`src/sv/dcea_pkg.sv`:
```
// Shared widths, codes and structs of the DRAM command energy accumulator.
`timescale 1ns / 1ps
package dcea_pkg;

  localparam int NUM_BANKS  = 16;
  localparam int KINDS      = 6;
  localparam int KIND_W     = 3;
  localparam int STAMP_W    = 48;
  localparam int BANK_W     = 4;
  localparam int BURST_W    = 6;
  localparam int RATE_W     = 24;
  localparam int RCYC_W     = 12;
  localparam int DUR_W      = 12;
  localparam int EN_W       = RATE_W + DUR_W;
  localparam int ACC_W      = 64;
  localparam int CNT_W      = 48;
  localparam int CFG_IDX_W  = 3;
  localparam int CFG_DATA_W = 24;

  // durations in clocks
  localparam logic [DUR_W-1:0] ACT_DUR = DUR_W'(22);
  localparam logic [DUR_W-1:0] RD_BASE = DUR_W'(16);
  localparam logic [DUR_W-1:0] WR_BASE = DUR_W'(12);
  localparam logic [DUR_W-1:0] IDLE_DUR = DUR_W'(1);
  localparam logic [RCYC_W-1:0] RCYC_RESET = RCYC_W'(312);

  typedef enum logic [KIND_W-1:0] {
    CMD_ACT  = 3'd0,
    CMD_PRE  = 3'd1,
    CMD_RD   = 3'd2,
    CMD_WR   = 3'd3,
    CMD_REF  = 3'd4,
    CMD_IDLE = 3'd5
  } cmd_t;

  typedef enum logic [CFG_IDX_W-1:0] {
    REG_ACT_RATE  = 3'd0,
    REG_IDLE_RATE = 3'd1,
    REG_OPEN_RATE = 3'd2,
    REG_RD_RATE   = 3'd3,
    REG_WR_RATE   = 3'd4,
    REG_REF_RATE  = 3'd5,
    REG_REF_CYC   = 3'd6
  } reg_idx_t;

  typedef struct packed {
    logic [RATE_W-1:0] act_rate;
    logic [RATE_W-1:0] idle_rate;
    logic [RATE_W-1:0] open_rate;
    logic [RATE_W-1:0] rd_rate;
    logic [RATE_W-1:0] wr_rate;
    logic [RATE_W-1:0] ref_rate;
    logic [RCYC_W-1:0] ref_cycles;
  } cfg_t;

  typedef struct packed {
    logic [KIND_W-1:0]  command;
    logic [STAMP_W-1:0] stamp;
    logic [BANK_W-1:0]  bank;
    logic [BURST_W-1:0] burst_len;
  } item_t;

  // stage A result handed to the accumulators
  typedef struct packed {
    logic               known;
    logic               peak_en;
    logic [KIND_W-1:0]  kind;
    logic [EN_W-1:0]    energy;
    logic [RATE_W-1:0]  rate;
    logic [STAMP_W-1:0] stamp;
    logic               any_open;
  } eval_t;

endpackage

```
`src/sv/dcea_if.sv`:
```
// Request channels of the energy accumulator: command in, result out, register write.
`timescale 1ns / 1ps
interface dcea_in_if;
  import dcea_pkg::*;
  logic               valid;
  logic               ready;
  logic [KIND_W-1:0]  command;
  logic [STAMP_W-1:0] stamp;
  logic [BANK_W-1:0]  bank;
  logic [BURST_W-1:0] burst_len;
  modport source (output valid, command, stamp, bank, burst_len, input ready);
  modport sink   (input valid, command, stamp, bank, burst_len, output ready);
endinterface

interface dcea_out_if;
  import dcea_pkg::*;
  logic               valid;
  logic               ready;
  logic [ACC_W-1:0]   total_energy;
  logic [ACC_W-1:0]   act_energy;
  logic [ACC_W-1:0]   pre_energy;
  logic [ACC_W-1:0]   rd_energy;
  logic [ACC_W-1:0]   wr_energy;
  logic [ACC_W-1:0]   ref_energy;
  logic [ACC_W-1:0]   bg_energy;
  logic [RATE_W-1:0]  peak_rate;
  logic [STAMP_W-1:0] latest_stamp;
  logic [CNT_W-1:0]   kind_count;
  logic               any_open;
  modport source (output valid, total_energy, act_energy, pre_energy, rd_energy,
                  wr_energy, ref_energy, bg_energy, peak_rate, latest_stamp,
                  kind_count, any_open, input ready);
  modport sink   (input valid, total_energy, act_energy, pre_energy, rd_energy,
                  wr_energy, ref_energy, bg_energy, peak_rate, latest_stamp,
                  kind_count, any_open, output ready);
endinterface

interface dcea_cfg_if;
  import dcea_pkg::*;
  logic                  valid;
  logic                  ready;
  logic [CFG_IDX_W-1:0]  index;
  logic [CFG_DATA_W-1:0] data;
  modport source (output valid, index, data, input ready);
  modport sink   (input valid, index, data, output ready);
endinterface

```
`src/sv/dcea_cfg_regs.sv`:
```
// Per-clock energy rates and refresh length, written through the register channel.
`timescale 1ns / 1ps
module dcea_cfg_regs (
  input  logic          clk,
  input  logic          rst_n,
  dcea_cfg_if.sink      cfg_chan,
  output dcea_pkg::cfg_t cfg
);
  import dcea_pkg::*;

  cfg_t cfg_r;
  cfg_t cfg_nxt;

  assign cfg_chan.ready = 1'b1;
  assign cfg = cfg_r;

  always_comb begin
    cfg_nxt = cfg_r;
    if (cfg_chan.valid) begin
      case (cfg_chan.index)
        REG_ACT_RATE:  cfg_nxt.act_rate   = cfg_chan.data;
        REG_IDLE_RATE: cfg_nxt.idle_rate  = cfg_chan.data;
        REG_OPEN_RATE: cfg_nxt.open_rate  = cfg_chan.data;
        REG_RD_RATE:   cfg_nxt.rd_rate    = cfg_chan.data;
        REG_WR_RATE:   cfg_nxt.wr_rate    = cfg_chan.data;
        REG_REF_RATE:  cfg_nxt.ref_rate   = cfg_chan.data;
        REG_REF_CYC:   cfg_nxt.ref_cycles = cfg_chan.data[RCYC_W-1:0];
        default:       cfg_nxt = cfg_r;
      endcase
    end
  end

  always_ff @(posedge clk) begin
    if (!rst_n) begin
      // rates clear, refresh length back to its default (lowest field)
      cfg_r <= cfg_t'({(6 * RATE_W)'(0), RCYC_RESET});
    end else begin
      cfg_r <= cfg_nxt;
    end
  end

endmodule

```
`src/sv/dcea_cmd_eval.sv`:
```
// Stage A: bank open table, rate and duration select, energy product.
`timescale 1ns / 1ps
module dcea_cmd_eval (
  input  logic           clk,
  input  logic           rst_n,
  input  dcea_pkg::cfg_t  cfg,
  input  logic           in_valid,
  input  dcea_pkg::item_t item,
  input  logic           down_free,
  output logic           up_free,
  output logic           ev_valid,
  output dcea_pkg::eval_t ev
);
  import dcea_pkg::*;

  logic                 ev_valid_r;
  eval_t                ev_r;
  eval_t                ev_nxt;
  logic [NUM_BANKS-1:0] open_r;
  logic [NUM_BANKS-1:0] open_nxt;
  logic                 move;
  logic                 known;
  logic [RATE_W-1:0]    rate;
  logic [DUR_W-1:0]     dur;

  assign up_free  = !ev_valid_r || down_free;
  assign move     = in_valid && up_free;
  assign ev_valid = ev_valid_r;
  assign ev       = ev_r;
  assign known    = (item.command < KIND_W'(KINDS));

  always_comb begin
    rate = '0;
    dur  = '0;
    case (item.command)
      CMD_ACT: begin
        rate = cfg.act_rate;
        dur  = ACT_DUR;
      end
      CMD_PRE: begin
        rate = cfg.idle_rate;
        dur  = ACT_DUR;
      end
      CMD_RD: begin
        rate = cfg.rd_rate;
        dur  = RD_BASE + DUR_W'(item.burst_len >> 1);
      end
      CMD_WR: begin
        rate = cfg.wr_rate;
        dur  = WR_BASE + DUR_W'(item.burst_len >> 1);
      end
      CMD_REF: begin
        rate = cfg.ref_rate;
        dur  = DUR_W'(cfg.ref_cycles);
      end
      CMD_IDLE: begin
        // background rate depends on bank state before this tick
        rate = (|open_r) ? cfg.open_rate : cfg.idle_rate;
        dur  = IDLE_DUR;
      end
      default: begin
        rate = '0;
        dur  = '0;
      end
    endcase
  end

  always_comb begin
    open_nxt = open_r;
    for (int i = 0; i < NUM_BANKS; i++) begin
      if (32'(item.bank) == i) begin
        if (item.command == CMD_ACT) open_nxt[i] = 1'b1;
        else if (item.command == CMD_PRE) open_nxt[i] = 1'b0;
      end
    end
  end

  always_comb begin
    ev_nxt.known    = known;
    ev_nxt.peak_en  = known && (item.command != CMD_IDLE);
    ev_nxt.kind     = item.command;
    ev_nxt.energy   = EN_W'(rate) * EN_W'(dur);
    ev_nxt.rate     = rate;
    ev_nxt.stamp    = item.stamp;
    ev_nxt.any_open = |open_nxt;
  end

  always_ff @(posedge clk) begin
    if (!rst_n) begin
      ev_valid_r <= 1'b0;
      open_r     <= '0;
    end else begin
      if (up_free) ev_valid_r <= in_valid;
      if (move) open_r <= open_nxt;
    end
  end

  always_ff @(posedge clk) begin
    if (move) ev_r <= ev_nxt;
  end

endmodule

```
`src/sv/dcea_accum.sv`:
```
// Stage B: saturating energy and count accumulators, peak, latest stamp, result register.
`timescale 1ns / 1ps
module dcea_accum (
  input  logic           clk,
  input  logic           rst_n,
  input  logic           ev_valid,
  input  dcea_pkg::eval_t ev,
  output logic           free,
  dcea_out_if.source     out_chan
);
  import dcea_pkg::*;

  logic [ACC_W-1:0]   kind_en_r [KINDS];
  logic [ACC_W-1:0]   kind_en_nxt [KINDS];
  logic [CNT_W-1:0]   kind_cnt_r [KINDS];
  logic [CNT_W-1:0]   kind_cnt_nxt [KINDS];
  logic [ACC_W-1:0]   sum_r;
  logic [ACC_W-1:0]   sum_nxt;
  logic [RATE_W-1:0]  peak_r;
  logic [RATE_W-1:0]  peak_nxt;
  logic [STAMP_W-1:0] latest_r;
  logic [STAMP_W-1:0] latest_nxt;
  logic [CNT_W-1:0]   count_out_r;
  logic [CNT_W-1:0]   count_out_nxt;
  logic               any_open_r;
  logic               out_valid_r;
  logic               move;
  logic [ACC_W-1:0]   sel_en;
  logic [CNT_W-1:0]   sel_cnt;
  logic [ACC_W:0]     kind_sum;
  logic [ACC_W:0]     tot_sum;
  logic [ACC_W-1:0]   kind_new;
  logic [CNT_W-1:0]   cnt_new;

  assign free = !out_valid_r || out_chan.ready;
  assign move = ev_valid && free;

  always_comb begin
    sel_en  = '0;
    sel_cnt = '0;
    for (int k = 0; k < KINDS; k++) begin
      if (32'(ev.kind) == k) begin
        sel_en  = kind_en_r[k];
        sel_cnt = kind_cnt_r[k];
      end
    end
    kind_sum = {1'b0, sel_en} + (ACC_W + 1)'(ev.energy);
    tot_sum  = {1'b0, sum_r} + (ACC_W + 1)'(ev.energy);
    kind_new = kind_sum[ACC_W] ? '1 : kind_sum[ACC_W-1:0];
    cnt_new  = (&sel_cnt) ? sel_cnt : sel_cnt + CNT_W'(1);

    kind_en_nxt   = kind_en_r;
    kind_cnt_nxt  = kind_cnt_r;
    sum_nxt       = sum_r;
    peak_nxt      = peak_r;
    latest_nxt    = latest_r;
    count_out_nxt = '0;
    if (ev.known) begin
      for (int k = 0; k < KINDS; k++) begin
        if (32'(ev.kind) == k) begin
          kind_en_nxt[k]  = kind_new;
          kind_cnt_nxt[k] = cnt_new;
        end
      end
      sum_nxt       = tot_sum[ACC_W] ? '1 : tot_sum[ACC_W-1:0];
      count_out_nxt = cnt_new;
      if (ev.peak_en && (ev.rate > peak_r)) peak_nxt = ev.rate;
      if (ev.stamp > latest_r) latest_nxt = ev.stamp;
    end
  end

  always_ff @(posedge clk) begin
    if (!rst_n) begin
      out_valid_r <= 1'b0;
      sum_r       <= '0;
      peak_r      <= '0;
      latest_r    <= '0;
      for (int k = 0; k < KINDS; k++) begin
        kind_en_r[k]  <= '0;
        kind_cnt_r[k] <= '0;
      end
    end else begin
      if (free) out_valid_r <= ev_valid;
      if (move) begin
        sum_r      <= sum_nxt;
        peak_r     <= peak_nxt;
        latest_r   <= latest_nxt;
        kind_en_r  <= kind_en_nxt;
        kind_cnt_r <= kind_cnt_nxt;
      end
    end
  end

  always_ff @(posedge clk) begin
    if (move) begin
      count_out_r <= count_out_nxt;
      any_open_r  <= ev.any_open;
    end
  end

  // state holds still while a result waits, so it doubles as the result payload
  assign out_chan.valid        = out_valid_r;
  assign out_chan.total_energy = sum_r;
  assign out_chan.act_energy   = kind_en_r[CMD_ACT];
  assign out_chan.pre_energy   = kind_en_r[CMD_PRE];
  assign out_chan.rd_energy    = kind_en_r[CMD_RD];
  assign out_chan.wr_energy    = kind_en_r[CMD_WR];
  assign out_chan.ref_energy   = kind_en_r[CMD_REF];
  assign out_chan.bg_energy    = kind_en_r[CMD_IDLE];
  assign out_chan.peak_rate    = peak_r;
  assign out_chan.latest_stamp = latest_r;
  assign out_chan.kind_count   = count_out_r;
  assign out_chan.any_open     = any_open_r;

endmodule

```
`src/sv/dram_command_energy_accumulator.sv`:
```
// Top level of the DRAM command energy accumulator.
`timescale 1ns / 1ps
// Usage:
//   in_chan  : one request per DRAM command or idle tick (command, stamp, bank,
//              burst_len). Accepted on valid && ready.
//   out_chan : exactly one result request per input request, in order: total and
//              per-kind saturating energies (1/256 pJ), peak non-idle rate,
//              latest stamp, count of this request's kind, any-bank-open flag.
//   cfg_chan : register writes (index 0..6), always ready. Write only while idle.
// Path: the input register loads at the accept edge, then the energy product
//   register, then the accumulator/result register, which drives result valid.
// Throughput: one request per cycle while out_chan.ready stays high; the accumulate
//   loop closes in the accumulator stage, the 24x12 product in the stage before it.
// Reset (rst_n low, synchronous): all energies, counts, peak and stamp clear,
//   every bank closed, refresh length back to its default RCYC_RESET, rates to zero.
// Receiver stall: the result holds in the output register; the two stages in
//   front keep taking requests until both are full, then in_chan.ready drops.
module dram_command_energy_accumulator (
  input  logic      clk,
  input  logic      rst_n,
  dcea_in_if.sink   in_chan,
  dcea_out_if.source out_chan,
  dcea_cfg_if.sink  cfg_chan
);
  import dcea_pkg::*;

  cfg_t  cfg;
  logic  in_valid_r;
  item_t in_item_r;
  logic  a_free;
  logic  ev_valid;
  eval_t ev;
  logic  b_free;

  dcea_cfg_regs u_cfg (
    .clk      (clk),
    .rst_n    (rst_n),
    .cfg_chan (cfg_chan),
    .cfg      (cfg)
  );

  // input register
  assign in_chan.ready = !in_valid_r || a_free;

  always_ff @(posedge clk) begin
    if (!rst_n) begin
      in_valid_r <= 1'b0;
    end else if (in_chan.ready) begin
      in_valid_r <= in_chan.valid;
    end
  end

  always_ff @(posedge clk) begin
    if (in_chan.valid && in_chan.ready) begin
      in_item_r.command   <= in_chan.command;
      in_item_r.stamp     <= in_chan.stamp;
      in_item_r.bank      <= in_chan.bank;
      in_item_r.burst_len <= in_chan.burst_len;
    end
  end

  // rate select, bank tracking and energy product
  dcea_cmd_eval u_eval (
    .clk       (clk),
    .rst_n     (rst_n),
    .cfg       (cfg),
    .in_valid  (in_valid_r),
    .item      (in_item_r),
    .down_free (b_free),
    .up_free   (a_free),
    .ev_valid  (ev_valid),
    .ev        (ev)
  );

  // saturating accumulation and result register
  dcea_accum u_accum (
    .clk      (clk),
    .rst_n    (rst_n),
    .ev_valid (ev_valid),
    .ev       (ev),
    .free     (b_free),
    .out_chan (out_chan)
  );

endmodule
```
`src/flat_wrapper.sv`:
```
// flat-port wrapper written by rule: the top's interface ports become plain ports
module dram_command_energy_accumulator_flat import dcea_pkg::*;
  (clk, rst_n, in_chan_valid, in_chan_command, in_chan_stamp, in_chan_bank, in_chan_burst_len, in_chan_ready, out_chan_valid, out_chan_total_energy, out_chan_act_energy, out_chan_pre_energy, out_chan_rd_energy, out_chan_wr_energy, out_chan_ref_energy, out_chan_bg_energy, out_chan_peak_rate, out_chan_latest_stamp, out_chan_kind_count, out_chan_any_open, out_chan_ready, cfg_chan_valid, cfg_chan_index, cfg_chan_data, cfg_chan_ready);
  dcea_in_if in_chan_i ();
  dcea_out_if out_chan_i ();
  dcea_cfg_if cfg_chan_i ();
  input  logic clk;
  input  logic rst_n;
  input wire logic [$bits(in_chan_i.valid)-1:0] in_chan_valid;
  input wire logic [$bits(in_chan_i.command)-1:0] in_chan_command;
  input wire logic [$bits(in_chan_i.stamp)-1:0] in_chan_stamp;
  input wire logic [$bits(in_chan_i.bank)-1:0] in_chan_bank;
  input wire logic [$bits(in_chan_i.burst_len)-1:0] in_chan_burst_len;
  output wire logic [$bits(in_chan_i.ready)-1:0] in_chan_ready;
  output wire logic [$bits(out_chan_i.valid)-1:0] out_chan_valid;
  output wire logic [$bits(out_chan_i.total_energy)-1:0] out_chan_total_energy;
  output wire logic [$bits(out_chan_i.act_energy)-1:0] out_chan_act_energy;
  output wire logic [$bits(out_chan_i.pre_energy)-1:0] out_chan_pre_energy;
  output wire logic [$bits(out_chan_i.rd_energy)-1:0] out_chan_rd_energy;
  output wire logic [$bits(out_chan_i.wr_energy)-1:0] out_chan_wr_energy;
  output wire logic [$bits(out_chan_i.ref_energy)-1:0] out_chan_ref_energy;
  output wire logic [$bits(out_chan_i.bg_energy)-1:0] out_chan_bg_energy;
  output wire logic [$bits(out_chan_i.peak_rate)-1:0] out_chan_peak_rate;
  output wire logic [$bits(out_chan_i.latest_stamp)-1:0] out_chan_latest_stamp;
  output wire logic [$bits(out_chan_i.kind_count)-1:0] out_chan_kind_count;
  output wire logic [$bits(out_chan_i.any_open)-1:0] out_chan_any_open;
  input wire logic [$bits(out_chan_i.ready)-1:0] out_chan_ready;
  input wire logic [$bits(cfg_chan_i.valid)-1:0] cfg_chan_valid;
  input wire logic [$bits(cfg_chan_i.index)-1:0] cfg_chan_index;
  input wire logic [$bits(cfg_chan_i.data)-1:0] cfg_chan_data;
  output wire logic [$bits(cfg_chan_i.ready)-1:0] cfg_chan_ready;
  assign in_chan_i.valid = in_chan_valid;
  assign in_chan_i.command = in_chan_command;
  assign in_chan_i.stamp = in_chan_stamp;
  assign in_chan_i.bank = in_chan_bank;
  assign in_chan_i.burst_len = in_chan_burst_len;
  assign in_chan_ready = in_chan_i.ready;
  assign out_chan_valid = out_chan_i.valid;
  assign out_chan_total_energy = out_chan_i.total_energy;
  assign out_chan_act_energy = out_chan_i.act_energy;
  assign out_chan_pre_energy = out_chan_i.pre_energy;
  assign out_chan_rd_energy = out_chan_i.rd_energy;
  assign out_chan_wr_energy = out_chan_i.wr_energy;
  assign out_chan_ref_energy = out_chan_i.ref_energy;
  assign out_chan_bg_energy = out_chan_i.bg_energy;
  assign out_chan_peak_rate = out_chan_i.peak_rate;
  assign out_chan_latest_stamp = out_chan_i.latest_stamp;
  assign out_chan_kind_count = out_chan_i.kind_count;
  assign out_chan_any_open = out_chan_i.any_open;
  assign out_chan_i.ready = out_chan_ready;
  assign cfg_chan_i.valid = cfg_chan_valid;
  assign cfg_chan_i.index = cfg_chan_index;
  assign cfg_chan_i.data = cfg_chan_data;
  assign cfg_chan_ready = cfg_chan_i.ready;
  dram_command_energy_accumulator u_core (.clk(clk), .rst_n(rst_n), .in_chan(in_chan_i), .out_chan(out_chan_i), .cfg_chan(cfg_chan_i));
endmodule
```
`config.mk`:
```
export PLATFORM = sky130hd
export DESIGN_NAME = dram_command_energy_accumulator_flat
export DESIGN_NICKNAME = d
export VERILOG_FILES = /design/src/sv/dcea_pkg.sv /design/src/sv/dcea_if.sv /design/src/sv/dcea_cfg_regs.sv /design/src/sv/dcea_cmd_eval.sv /design/src/sv/dcea_accum.sv /design/src/sv/dram_command_energy_accumulator.sv /design/src/flat_wrapper.sv
export SDC_FILE = /design/constraint.sdc
export NUM_CORES = 2
export LEC_CHECK = 0
export BUFFER_PORTS_ARGS = -buffer_cell sky130_fd_sc_hd__buf_2
export CAP_MARGIN = 20
export CELL_PAD_IN_SITES_DETAIL_PLACEMENT = 1
export CELL_PAD_IN_SITES_GLOBAL_PLACEMENT = 2
export CORE_ASPECT_RATIO = 0.9
export CORE_MARGIN = 1.5
export CORE_UTILIZATION = 34
export CTS_CLUSTER_SIZE = 16
export DETAILED_ROUTE_END_ITERATION = 12
export PLACE_DENSITY_LB_ADDON = 0.12
export SLEW_MARGIN = 30
export SYNTH_ARGS = -nofsm -noshare
export SYNTH_HDL_FRONTEND = slang
export SYNTH_SLANG_ARGS = --single-unit
export TNS_END_PERCENT = 30
```
`constraint.sdc`:
```
create_clock -name clk -period 7.05 [get_ports clk]
set_input_delay 1.0575 -clock clk [delete_from_list [all_inputs] [get_ports clk]]
set_output_delay 1.0575 -clock clk [all_outputs]
set_load 0.005 [all_outputs]
```
==> impl_summary.log <==
INFO  metric post-route-cell-area = 79700 µm²
INFO  metric hold_viol_final = 0
INFO  metric grt_overflow = 0
INFO  metric timing.clock.skew = 0.0579 ns
INFO  metric finalNetCount = 8634
INFO  metric synthesized_net_count = 7881
INFO  metric clk_root_buffer_cell = sky130_fd_sc_hd__clkbuf_16
INFO  metric internal_power = 0.0122 W
INFO  metric avgRoutedWirePerCell = 26.5 µm
INFO  metric hpwl = 203000 µm
INFO  metric min_from = in_chan_stamp[5]
INFO  metric finalWirelength = 286000 µm
INFO  metric cp_common_cell = sky130_fd_sc_hd__fa_1
INFO  metric ctsLongestPathBuffers = 3
INFO  metric worstPathRequired = 7.68 ns
INFO  metric top_fanout_value_on_the_critical_path = 6
INFO  metric yosys-top-cells-count = sky130_fd_sc_hd__nand2_1 (1050), sky130_fd_sc_hd__dfxtp_1 (983), sky130_fd_sc_hd__a21oi_1 (721)
INFO  metric vias = 59800
INFO  metric floorplan.initialDensity = 0.343
INFO  metric rows = 152
INFO  metric crit_start = u_core.u_eval.open_r[11]
INFO  metric status = finished with violations
INFO  metric rsz0062_at_grt = true
INFO  metric pwr-share-comb = 0.094
INFO  metric worst_skew_pair_latency = 0.84 ns
INFO  metric worstReg2RegStart = u_core.u_eval.open_r[11]
INFO  metric max_slew_margin = 0.249
INFO  metric violations = setup timing
INFO  metric power.share.sequential = 0.436
INFO  metric setup.worst_path.start_class = flop
INFO  metric fmax = 0.141 GHz
INFO  metric max_cap_violations = 0
INFO  metric most_frequently_used_cell_type_in_the_post_synthesis_netlist = sky130_fd_sc_hd__nand2_1
INFO  metric worst_slack = -0.0349 ns
INFO  metric slowest_stage = sky130_fd_sc_hd__fa_1
INFO  metric clkPwrFrac = 0.469
INFO  metric crit_path_end_kind = flop
INFO  metric ys_types = 105
INFO  metric ys.warnings.count = 0
INFO  metric worstSetupPathType = reg2reg
INFO  metric cts.sinks = 1206
INFO  metric holdWs = 0.393 ns
INFO  metric synth_cells = 7346
INFO  metric post-synth-top-area-cell = sky130_fd_sc_hd__dfxtp_1
INFO  metric design.portCount = 665
INFO  metric dieWidth = 466 µm
INFO  metric synth.ff_latch_count = 1206
INFO  metric total_die_area = 196000 µm²
INFO  metric worst_ir_drop_vdd = 0.253 mV
INFO  metric ant_nets = 0
INFO  metric clkSlewWorstSetupHoldPaths = 0.07 ns
INFO  metric 1st_pass_router_iterations = 6
INFO  metric postSynth.asyncResetShare = 0
INFO  metric report.final.setup_viol = 1
INFO  metric power.density = 209 nW/µm²
INFO  metric clock_tree_from_tritoncts = yes
INFO  metric post-route-drc-count = 0
INFO  metric fraction_of_post_synthesis_cell_area_in_the_top_cell_type_by_area = 0.300
INFO  metric power.share.switching = 0.265
INFO  metric areaGrowthSynthToFinish = 21.4%
INFO  metric critical_path_arrival = 7.72 ns
INFO  metric dpl-instance-area = 73900 µm²
INFO  metric crit_family = adder cells
INFO  metric min_period_over_period = 1.00
INFO  metric worst-path-buf-inv = 8
INFO  metric synth_edf_count = 223
INFO  metric drt-initial-drc-count = 3977
INFO  metric synth_area_leaders = sky130_fd_sc_hd__dfxtp_1 (30%), sky130_fd_sc_hd__edfxtp_1 (10%), sky130_fd_sc_hd__fa_1 (6.8%)
INFO  metric vias_per_cell = 5.56
INFO  metric global_route_wire_length_before_repair = 416000 µm
INFO  metric post-place-ws = -0.746 ns
INFO  metric hp-class = in2reg
INFO  metric synth-seq-area-share = 0.402
INFO  metric total_switching_power = 0.00441 W
INFO  metric worst_path_largest_cell_delay = 0.58 ns
INFO  metric gp_routability_congestion = 0.893
INFO  metric h-tree-depth = 4
INFO  metric area_of_the_mapped_netlist = 65600 µm²
INFO  metric slew_violations = 0
INFO  metric buffer_ports.inserted = 662
INFO  metric global_route.usage.total = 0.284
INFO  metric total_power = 0.0167 W
INFO  metric chipHeight = 420 µm
INFO  metric post_synth.cell_area_avg = 8.93 µm²
INFO  metric max_slew.worst_pin.slew = 1.13 ns
INFO  metric p_leak = 32.3 nW
INFO  metric pin_count_of_the_biggest_net_entering_global_routing = 228
INFO  metric final_layout_size_suffix_gt1_frac = 0.204
INFO  metric timing.final.crit_period = 7.08 ns
INFO  metric ys.flop_type = sky130_fd_sc_hd__dfxtp_1
INFO  metric design.core.area = 191000 µm²
INFO  metric cts_buffer_count = 144
INFO  metric via_count_of_the_first_global_routing_pass = 60700
INFO  metric grt_antenna_before_repair = 13
[area by class of cell]
class | count | area (µm²)
Antenna cell | 6 | 15.0
Clock buffer | 206 | 4130
Clock inverter | 60 | 768
Fill cell | 22100 | 111000
Inverter | 371 | 1410
Multi-Input combinational cell | 5229 | 36200
Sequential cell | 1206 | 26400
Tap cell | 2541 | 3180
Timing Repair Buffer | 1147 | 7650
[repair_timing]
action	4_1_cts	5_1_grt
gates resized for setup	65	53
cloned	2	0
hold buffers	0	0
setup endpoints to repair	12	15
pin swaps	57	56
setup buffers	15	6
[metrics by stage]
| step | setup TNS, ns | util | std cells |
|---|---|---|---|
| floorplan | 0 | - | 7346 |
| global placement | -3.31 | 0.387 | 10500 |
| detailed placement | -4.23 | 0.387 | 10500 |
| CTS | -0.215 | 0.415 | 10800 |
| global route | -1.40 | 0.417 | 10800 |
| finish | -0.0349 | 0.417 | 10800 |
[cell families (layout without fill, tap and decap cells)]
logic type | after synthesis | in the layout | synth area share
buffers and inverters | 911 | 1784 | 0.0566
xor gates and xnor gates | 128 | 128 | 0.0171
other | 1 | 7 | 0.0000572
adders and majority gates | 442 | 442 | 0.110
muxes | 371 | 371 | 0.0687
and+or+nand+nor | 2374 | 2374 | 0.168
AOI/OAI and AO/OA | 1913 | 1913 | 0.178
DFF | 1206 | 1206 | 0.402
[per-layer routing]
layer,vias to the layer above,global-route usage,part of all wire
met1,30500,0.372,0.44
met2,1480,0.470,0.47
met5,-,0,0.00020
met3,404,0.0465,0.052
met4,8,0.102,0.037
li1,27400,-,-
[flip-flops by register name, indices dropped and copies added, names as in the netlist, 24 cells and up]
signal and cells:
u_core.u_accum.out_chan.peak_rate 24, u_core.u_eval.ev 114, u_core.u_accum.out_chan.wr_energy 64, u_core.u_accum.out_chan.bg_energy 64
u_core.in_item_r 60, u_core.u_accum.kind_cnt_r 288, u_core.u_accum.out_chan.pre_energy 64, u_core.u_accum.out_chan.total_energy 64
u_core.u_accum.out_chan.rd_energy 64, u_core.u_cfg.cfg 156, u_core.u_accum.out_chan.ref_energy 64, u_core.u_accum.out_chan.act_energy 64
u_core.u_accum.out_chan.kind_count 48, u_core.u_accum.out_chan.latest_stamp 48
[cells in the final DEF (no fill, tap or decap), types with 27 or more instances in the layout]
| cell | n |
|---|---|
| sky130_fd_sc_hd__o21ai_0 | 468 |
| sky130_fd_sc_hd__nand2b_1 | 34 |
| sky130_fd_sc_hd__buf_2 | 663 |
| sky130_fd_sc_hd__edfxtp_1 | 223 |
| sky130_fd_sc_hd__and3_1 | 50 |
| sky130_fd_sc_hd__o22ai_1 | 27 |
| sky130_fd_sc_hd__nor2_1 | 424 |
| sky130_fd_sc_hd__and2_1 | 103 |
| sky130_fd_sc_hd__xnor2_1 | 71 |
| sky130_fd_sc_hd__a31oi_1 | 31 |
| sky130_fd_sc_hd__buf_4 | 424 |
| sky130_fd_sc_hd__ha_1 | 206 |
| sky130_fd_sc_hd__mux2_2 | 46 |
| sky130_fd_sc_hd__or3_1 | 60 |
| sky130_fd_sc_hd__clkbuf_16 | 148 |
| sky130_fd_sc_hd__nand4_1 | 48 |
| sky130_fd_sc_hd__a211oi_1 | 188 |
| sky130_fd_sc_hd__nor4b_1 | 36 |
| sky130_fd_sc_hd__fa_1 | 210 |
| sky130_fd_sc_hd__o221a_2 | 29 |
| sky130_fd_sc_hd__nor3_1 | 137 |
| sky130_fd_sc_hd__nand3_1 | 249 |
| sky130_fd_sc_hd__o21ai_1 | 46 |
| sky130_fd_sc_hd__inv_1 | 353 |
| sky130_fd_sc_hd__buf_12 | 41 |
| sky130_fd_sc_hd__xor2_1 | 56 |
| sky130_fd_sc_hd__dfxtp_1 | 981 |
| sky130_fd_sc_hd__a21o_1 | 73 |
| sky130_fd_sc_hd__mux2i_1 | 266 |
| sky130_fd_sc_hd__nand2_1 | 1041 |
| sky130_fd_sc_hd__o21a_1 | 36 |
| sky130_fd_sc_hd__clkbuf_1 | 36 |
| sky130_fd_sc_hd__a21oi_1 | 716 |
| sky130_fd_sc_hd__mux4_2 | 55 |
[final timing paths]
check | endpoint | slack (ns) | cells after the start
hold / removal | u_core.in_item_r[15] | 0.39 | 1
setup / recovery | u_core.u_eval.ev[106] | -0.03 | 30
setup reg to reg | u_core.u_eval.ev[106] | -0.03 | 30
hold reg to reg | u_core.u_eval.ev[38] | 0.42 | 0
[worst reg2reg max path, delay by kind of cell (launching register included)]
family,cells,cell delay (ns)
fa+ha+maj,6,2.83
simple gates,5,1.17
flops,1,0.34
mux,1,0.14
compound gates,10,1.46
buf+inv,8,0.98
[power groups by stage]
stage	Clock, W	Sequential [W]	Combinational, W
final	0.00782	0.00727	0.00157
after global routing	0.00824	0.00728	0.00170
after CTS	0.00797	0.00727	0.00156
after detailed placement	0	0.00742	0.00152
after global placement	0	0.00741	0.00150
after floorplan	0	0.00738	0.000841
No activity file was read; power rests on OpenSTA's default activity.
